[src/hw/rtl/ced_pkg.sv]
// Shared types and constants of the CAN ECU frame decoder.
package ced_pkg;

   localparam int unsigned ReqDataWidth = 136;
   localparam int unsigned RspDataWidth = 72;

   localparam logic [3:0]  MinFrameLen   = 4'd8;
   localparam logic [16:0] CoolantOffset = 17'd50;
   localparam logic [7:0]  MuxRpm        = 8'd0;
   localparam logic [7:0]  MuxCoolant    = 8'd2;

   localparam logic [10:0] TargetIdReset  = 11'd1000;
   localparam logic [15:0] TimeoutMsReset = 16'd500;

   typedef enum logic {
      CSR_TARGET_ID  = 1'b0,
      CSR_TIMEOUT_MS = 1'b1
   } csr_index_type;

   typedef enum logic {
      ACTION_FRAME = 1'b0,
      ACTION_TIME  = 1'b1
   } action_type;

   typedef struct packed {
      action_type  action;
      logic [31:0] now_ms;
      logic [28:0] frame_id;
      logic        frame_extended;
      logic [3:0]  frame_len;
      logic [63:0] frame_data;
   } req_item_type;

   typedef struct packed {
      logic               accepted;
      logic [15:0]        rpm;
      logic               rpm_valid;
      logic signed [16:0] coolant_temp_c;
      logic               coolant_valid;
      logic               any_valid;
      logic [31:0]        frame_count;
   } rsp_item_type;

   typedef struct packed {
      logic        we;
      logic        index;
      logic [15:0] data;
   } csr_write_type;

endpackage

[src/hw/rtl/ced_in_reg.sv]
// Input register stage: holds one request beat until the decode stage takes it.
module ced_in_reg (
   input  logic                  clock,
   input  logic                  reset,
   input  logic                  req_tvalid,
   output logic                  req_tready,
   input  ced_pkg::req_item_type req_item,
   input  logic                  take,
   output logic                  item_valid,
   output ced_pkg::req_item_type item
);

   logic                  valid_ff;
   logic                  valid_in;
   ced_pkg::req_item_type item_ff;
   logic                  load;

   assign req_tready = !valid_ff || take;
   assign load       = req_tvalid && req_tready;
   assign valid_in   = load || (valid_ff && !take);

   always_ff @(posedge clock) begin
      if (reset) begin
         valid_ff <= 1'b0;
      end else begin
         valid_ff <= valid_in;
      end
   end

   always_ff @(posedge clock) begin
      if (load) begin
         item_ff <= req_item;
      end
   end

   assign item_valid = valid_ff;
   assign item       = item_ff;

endmodule

[src/hw/rtl/ced_core.sv]
// Frame filter, stored values with timestamps, freshness check and result build.
module ced_core (
   input  logic                   clock,
   input  logic                   reset,
   input  ced_pkg::csr_write_type csr,
   input  logic                   take,
   input  ced_pkg::req_item_type  item,
   output ced_pkg::rsp_item_type  result
);

   logic [10:0] target_id_ff;
   logic [15:0] timeout_ms_ff;

   logic [15:0] rpm_value_ff, rpm_value_in;
   logic        rpm_seen_ff, rpm_seen_in;
   logic [31:0] rpm_stamp_ff, rpm_stamp_in;
   logic [15:0] coolant_raw_ff, coolant_raw_in;
   logic        coolant_seen_ff, coolant_seen_in;
   logic [31:0] coolant_stamp_ff, coolant_stamp_in;
   logic [31:0] count_ff, count_in;

   logic        match;
   logic [7:0]  mux;
   logic        upd_rpm;
   logic        upd_coolant;
   logic [31:0] rpm_age;
   logic [31:0] coolant_age;
   logic        rpm_valid;
   logic        coolant_valid;

   always_ff @(posedge clock) begin
      if (reset) begin
         target_id_ff  <= ced_pkg::TargetIdReset;
         timeout_ms_ff <= ced_pkg::TimeoutMsReset;
      end else if (csr.we) begin
         unique case (ced_pkg::csr_index_type'(csr.index))
            ced_pkg::CSR_TARGET_ID:  target_id_ff  <= csr.data[10:0];
            ced_pkg::CSR_TIMEOUT_MS: timeout_ms_ff <= csr.data;
            default:                 target_id_ff  <= target_id_ff;
         endcase
      end
   end

   assign mux   = item.frame_data[7:0];
   assign match = (item.action == ced_pkg::ACTION_FRAME) && !item.frame_extended
                  && (item.frame_id == {18'd0, target_id_ff})
                  && (item.frame_len >= ced_pkg::MinFrameLen)
                  && (item.frame_data[15:8] == 8'd0);
   assign upd_rpm     = match && (mux == ced_pkg::MuxRpm);
   assign upd_coolant = match && (mux == ced_pkg::MuxCoolant);

   assign rpm_value_in     = upd_rpm ? item.frame_data[31:16] : rpm_value_ff;
   assign rpm_seen_in      = upd_rpm || rpm_seen_ff;
   assign rpm_stamp_in     = upd_rpm ? item.now_ms : rpm_stamp_ff;
   assign coolant_raw_in   = upd_coolant ? item.frame_data[63:48] : coolant_raw_ff;
   assign coolant_seen_in  = upd_coolant || coolant_seen_ff;
   assign coolant_stamp_in = upd_coolant ? item.now_ms : coolant_stamp_ff;
   assign count_in         = match ? count_ff + 32'd1 : count_ff;

   // A value stored by this very item has age zero, which never exceeds the timeout.
   assign rpm_age       = item.now_ms - rpm_stamp_ff;
   assign coolant_age   = item.now_ms - coolant_stamp_ff;
   assign rpm_valid     = upd_rpm
                          || (rpm_seen_ff && (rpm_age <= {16'd0, timeout_ms_ff}));
   assign coolant_valid = upd_coolant
                          || (coolant_seen_ff && (coolant_age <= {16'd0, timeout_ms_ff}));

   always_ff @(posedge clock) begin
      if (reset) begin
         rpm_value_ff     <= 16'd0;
         rpm_seen_ff      <= 1'b0;
         rpm_stamp_ff     <= 32'd0;
         coolant_raw_ff   <= 16'd0;
         coolant_seen_ff  <= 1'b0;
         coolant_stamp_ff <= 32'd0;
         count_ff         <= 32'd0;
      end else if (take) begin
         rpm_value_ff     <= rpm_value_in;
         rpm_seen_ff      <= rpm_seen_in;
         rpm_stamp_ff     <= rpm_stamp_in;
         coolant_raw_ff   <= coolant_raw_in;
         coolant_seen_ff  <= coolant_seen_in;
         coolant_stamp_ff <= coolant_stamp_in;
         count_ff         <= count_in;
      end
   end

   always_comb begin
      result.accepted       = match;
      result.rpm            = rpm_value_in;
      result.rpm_valid      = rpm_valid;
      result.coolant_temp_c = $signed({1'b0, coolant_raw_in} - ced_pkg::CoolantOffset);
      result.coolant_valid  = coolant_valid;
      result.any_valid      = rpm_valid || coolant_valid;
      result.frame_count    = count_in;
   end

endmodule

[src/hw/rtl/ced_out_reg.sv]
// Result register: holds one response beat until the receiver takes it.
module ced_out_reg (
   input  logic                  clock,
   input  logic                  reset,
   input  logic                  load,
   input  ced_pkg::rsp_item_type result,
   output logic                  space,
   output logic                  rsp_tvalid,
   input  logic                  rsp_tready,
   output ced_pkg::rsp_item_type rsp_item
);

   logic                  valid_ff;
   logic                  valid_in;
   ced_pkg::rsp_item_type item_ff;

   assign space    = !valid_ff || rsp_tready;
   assign valid_in = load || (valid_ff && !rsp_tready);

   always_ff @(posedge clock) begin
      if (reset) begin
         valid_ff <= 1'b0;
      end else begin
         valid_ff <= valid_in;
      end
   end

   always_ff @(posedge clock) begin
      if (load) begin
         item_ff <= result;
      end
   end

   assign rsp_tvalid = valid_ff;
   assign rsp_item   = item_ff;

endmodule

[src/hw/rtl/can_ecu_frame_decoder_unit.sv]
// Top level of the CAN ECU frame decoder: stream ports, stages and beat packing.
//
// Each request beat is either a received CAN frame or a time update, both
// stamped with the current millisecond time. Frames with a standard identifier
// equal to target_id, a length of at least eight and a zero byte 1 are
// accepted; data byte 0 then selects whether rpm (bytes 2-3) or the raw
// coolant word (bytes 6-7) is stored, together with the beat's time. Every
// request beat yields exactly one response beat with the current values,
// their freshness flags and the count of accepted frames.
// A beat passes through an input register and a result register, so the
// response beat is presented from the result register, where a ready
// receiver takes it. One beat is taken every cycle while the receiver keeps
// rsp_tready high; the state update and the result for a beat are formed
// together, in the cycle in which the decode stage passes it on.
// When the receiver stalls, the result register holds its beat and the input
// register can still take one more beat before req_tready falls.
// Reset empties both registers, clears all stored values and the frame count,
// and sets target_id to 1000 and timeout_ms to 500. The csr_ port writes
// a register and should be used only while the block is idle.
module can_ecu_frame_decoder_unit (
   input  logic         clock,
   input  logic         reset,
   // Request stream.
   input  logic         req_tvalid,
   output logic         req_tready,
   // now_ms[31:0], frame_id[60:32], frame_extended[61], frame_len[65:62],
   // frame_data[129:66], zero fill[135:130]
   input  logic [135:0] req_tdata,
   // action[0]
   input  logic         req_tuser,
   // Response stream.
   output logic         rsp_tvalid,
   input  logic         rsp_tready,
   // accepted[0], rpm[16:1], rpm_valid[17], coolant_temp_c[34:18],
   // coolant_valid[35], any_valid[36], frame_count[68:37], zero fill[71:69]
   output logic [71:0]  rsp_tdata,
   // Configuration writes.
   input  logic         csr_we,
   input  logic         csr_index,
   input  logic [15:0]  csr_wdata
);

   ced_pkg::req_item_type  req_item;
   ced_pkg::req_item_type  stage_item;
   ced_pkg::rsp_item_type  stage_result;
   ced_pkg::rsp_item_type  rsp_item;
   ced_pkg::csr_write_type csr;
   logic                   stage_valid;
   logic                   out_space;
   logic                   stage_take;

   // Unpack the request beat.
   always_comb begin
      req_item.action         = ced_pkg::action_type'(req_tuser);
      req_item.now_ms         = req_tdata[31:0];
      req_item.frame_id       = req_tdata[60:32];
      req_item.frame_extended = req_tdata[61];
      req_item.frame_len      = req_tdata[65:62];
      req_item.frame_data     = req_tdata[129:66];
   end

   always_comb begin
      csr.we    = csr_we;
      csr.index = csr_index;
      csr.data  = csr_wdata;
   end

   // The decode stage moves its beat on whenever the result register has room.
   assign stage_take = stage_valid && out_space;

   ced_in_reg u_in_reg (
      .clock      (clock),
      .reset      (reset),
      .req_tvalid (req_tvalid),
      .req_tready (req_tready),
      .req_item   (req_item),
      .take       (stage_take),
      .item_valid (stage_valid),
      .item       (stage_item)
   );

   ced_core u_core (
      .clock  (clock),
      .reset  (reset),
      .csr    (csr),
      .take   (stage_take),
      .item   (stage_item),
      .result (stage_result)
   );

   ced_out_reg u_out_reg (
      .clock      (clock),
      .reset      (reset),
      .load       (stage_take),
      .result     (stage_result),
      .space      (out_space),
      .rsp_tvalid (rsp_tvalid),
      .rsp_tready (rsp_tready),
      .rsp_item   (rsp_item)
   );

   // Pack the response beat, first field in the lowest bits.
   assign rsp_tdata = {3'd0,
                       rsp_item.frame_count,
                       rsp_item.any_valid,
                       rsp_item.coolant_valid,
                       rsp_item.coolant_temp_c,
                       rsp_item.rpm_valid,
                       rsp_item.rpm,
                       rsp_item.accepted};

endmodule
[config.mk]
export PLATFORM = sky130hd
export DESIGN_NAME = can_ecu_frame_decoder_unit
export DESIGN_NICKNAME = d
export VERILOG_FILES = /design/src/hw/rtl/ced_pkg.sv /design/src/hw/rtl/ced_in_reg.sv /design/src/hw/rtl/ced_core.sv /design/src/hw/rtl/ced_out_reg.sv /design/src/hw/rtl/can_ecu_frame_decoder_unit.sv
export SDC_FILE = /design/constraint.sdc
export NUM_CORES = 1
export LEC_CHECK = 0
export ABC_AREA = 1
export BUFFER_PORTS_ARGS = -buffer_cell sky130_fd_sc_hd__buf_4
export CAP_MARGIN = 20
export CORE_MARGIN = 2
export CORE_UTILIZATION = 49
export CTS_BUF_LIST = sky130_fd_sc_hd__clkbuf_8
export DETAILED_ROUTE_END_ITERATION = 12
export MAX_ROUTING_LAYER = met4
export PLACE_DENSITY = 0.69
export SYNTH_ARGS = -nofsm -noshare
export SYNTH_HDL_FRONTEND = slang
export SYNTH_SLANG_ARGS = --single-unit
export TNS_END_PERCENT = 10
[constraint.sdc]
create_clock -name clock -period 9.66 [get_ports clock]
set_clock_uncertainty 0.05 [all_clocks]
set_input_delay 0.966 -clock clock [delete_from_list [all_inputs] [get_ports clock]]
set_output_delay 0.966 -clock clock [all_outputs]
set_load 0.005 [all_outputs]
==> impl_metrics.yaml <==
synthesis:
  yosysSeqAreaShare_pct: 45.0
  syn_inst: 2508
  synth.top_cell.area_share_pct: 28.4
  netlist_area_mm2: 0.0191
  yosys.area.top_type: "edfxtp_1"
  synth_seq_cells: 340
  synth_area_leaders: "edfxtp_1 (28%), dfxtp_1 (17%), nand2_1 (13%)"
  yosys_warnings: 0
  avgSynthCellArea_um2: 7.63
  synth.distinct_cells: 46
  synth-edff-count: 181
  async_flop_share_pct: 0
  synth-main-ff-cell: "edfxtp_1"
floorplanning:
  dieArea_mm2: 0.0406
  rows: 72
  io_pins: 233
  core_area_mm2: 0.0386
  start_util_pct: 49.6
  die_w_um: 202
  die_h_um: 202
status:
  status: "finished clean"
clocking:
  cts.sinks: 340
  clk_latency_ns: 0.67
  cts_buffers: 57
  htreeDepth: 2
  cts_buffer_depth: 3
  cts_resized: 0
  cts-root-buf: "clkbuf_8"
  clk_pin_slew_ns: 0.06
  cts_tree: "yes"
  cts_hold_buf: 0
  cts_setup_buffers: 0
timing:
  fin_setup_tns_ns: 0
  period_share_pct: 42.3
  max_slew_margin_pct: 31.0
  report.final.slew_viol_count: 0
  setup_viol: 0
  worstMarginPinSlew_ns: 1.03
  fmax_mhz: 245
  rsz0062_at_grt: "no"
  finalHoldViolations: 0
  period_needed_ns: 4.09
grt:
  track_usage_pct: 25.8
  grt_pass1_wl_um: 81100
  grt_max_degree: 69
  antenna_found_initial: 0
  grt_remaining_overflow: 0
  grt_pass1_vias: 15700
final_layout:
  final_cell_mix: "nand2_1 (639), inv_1 (460), nor2_1 (243)"
  num-fill-cells: 3600
  final_common_cell: "nand2_1"
  fin_nets: 2974
  area_delta_synth_final_pct: 16.5
  drive_gt1_share_pct: 12.2
pwr:
  leakage_nw: 10.5
  power_density_mw_per_mm2: 152
  peakVddDrop_v: 0.000163
  power_mw: 3.38
place:
  port_buffers: 204
  gp_congestion: 0.927
  dp_hpwl_um: 38300
setup_path:
  crit_type: "flip-flop to flip-flop"
  crit_fanout: 61
  worstPathArrival_ns: 4.60
  worstPathRequired_ns: 10.17
  reg2reg_depth: 10
  critPathLaunchType: "flip-flop"
  endpoint_kind: "flip-flop"
min_path:
  hold-path-cell-count: 2
  min_path_type: "flip-flop to flip-flop"
routing:
  vias: 16600
  routed_wl_um: 50500
  detail_route.vias_per_cell: 5.07
  first_iter_violations: 1226
  drc: 0
  routedWlPerCell_um: 15.4
  first_pass_iters: 5
  ant_nets: 0
run:
  drv_cap: 0
kinds of logic after synthesis:
kind of cell | count (synthesis) | share of synthesized area (%)
AOI/OAI and AO/OA | 372 | 10.6
xor gates and xnor gates | 63 | 2.88
adders and majority gates | 98 | 6.49
buffers and inverters | 517 | 10.5
DFF | 340 | 45.0
other | 1 | 0.0196
and+or+nand+nor | 1117 | 24.5
synthesized netlist by cell type, types with 10 or more instances:
master / instances
a211oi_1: 27
a21oi_1: 187
clkbuf_1: 43
dfxtp_1: 159
edfxtp_1: 181
ha_1: 96
inv_1: 447
nand2_1: 639
nand3_1: 105
nand4_1: 59
nor2_1: 243
nor3_1: 23
o211ai_1: 11
o21ai_0: 118
o21ai_1: 10
xor2_1: 55
stage by stage:
step | util [%] | hold slack [ns] | cell area (µm²) | setup slack (ns) | cells
2_1_floorplan | - | 0.383 | 19100 | 5.76 | 2510
3_3_place_gp | 54.7 | 0.396 | 21100 | 5.62 | 3176
3_5_place_dp | 54.7 | 0.402 | 21100 | 5.54 | 3176
4_1_cts | 57.8 | 0.381 | 22300 | 5.56 | 3284
5_1_grt | 57.8 | 0.374 | 22300 | 5.17 | 3284
6_report | 57.8 | 0.408 | 22300 | 5.57 | 3285
where the power goes:
part           switching [mW]  internal (mW)  total [mW]
sequential             0.0385           1.59        1.62
clock                   0.611          0.723        1.33
combinational           0.263          0.163       0.426
total                   0.913           2.47        3.38
worst max-delay path: stages, from the launching register on:
cell	delay (ns)
edfxtp_1	0.67
nand3_1	0.17
nor2_1	0.15
nand4_1	0.09
nor2_1	0.18
nand3_1	0.58
nor2_4	0.85
nand2_4	0.54
clkinv_4	0.41
nor2_1	0.09
a211oi_1	0.19
final timing paths:
check / from / end / slack (ns)
setup reg to reg: u_in_reg.item[67]$_DFFE_PP_ / u_core.rpm_value_ff[8]$_SDFFE_PP0P_ / 5.57
hold reg to reg: u_core.rpm_stamp_ff[17]$_SDFFE_PP0P_ / u_core.rpm_stamp_ff[17]$_SDFFE_PP0P_ / 0.41
hold / removal: u_core.rpm_stamp_ff[17]$_SDFFE_PP0P_ / u_core.rpm_stamp_ff[17]$_SDFFE_PP0P_ / 0.41
setup / recovery: u_in_reg.item[67]$_DFFE_PP_ / u_core.rpm_value_ff[8]$_SDFFE_PP0P_ / 5.57
area by class of cell:
cell class / count / area [µm²] / share of cell area (%)
Sequential cell: 340 / 8620 / 38.7
Multi-Input combinational cell: 1653 / 8510 / 38.2
Inverter: 455 / 1720 / 7.71
Timing Repair Buffer: 210 / 1580 / 7.07
Clock buffer: 71 / 977 / 4.38
Tap cell: 518 / 648 / 2.91
Clock inverter: 37 / 231 / 1.04
Antenna cell: 1 / 2.50 / 0.0112
registers in the layout (all words and copies together) (netlist names), 11 cells and up:
signal / flops
u_core.target_id_ff: 11
u_core.rpm_stamp_ff: 32
u_core.coolant_stamp_ff: 32
u_core.count_ff: 32
u_out_reg.rsp_item: 69
u_core.coolant_raw_ff: 16
u_in_reg.item: 112
u_core.rpm_value_ff: 16
u_core.timeout_ms_ff: 16
layer usage:
| layer | wire length (µm) | GRT usage [%] | share of wire [%] | vias up |
|---|---|---|---|---|
| li1 | - | - | - | 8510 |
| met3 | 3290 | 4.65 | 6.5 | 93 |
| met5 | 0 | - | 0 | - |
| met1 | 23600 | 35.1 | 47 | 7568 |
| met4 | 1320 | 7.67 | 2.6 | 0 |
| met2 | 22400 | 39.2 | 44 | 470 |
Note: power is estimated with default switching activity, not from simulation.
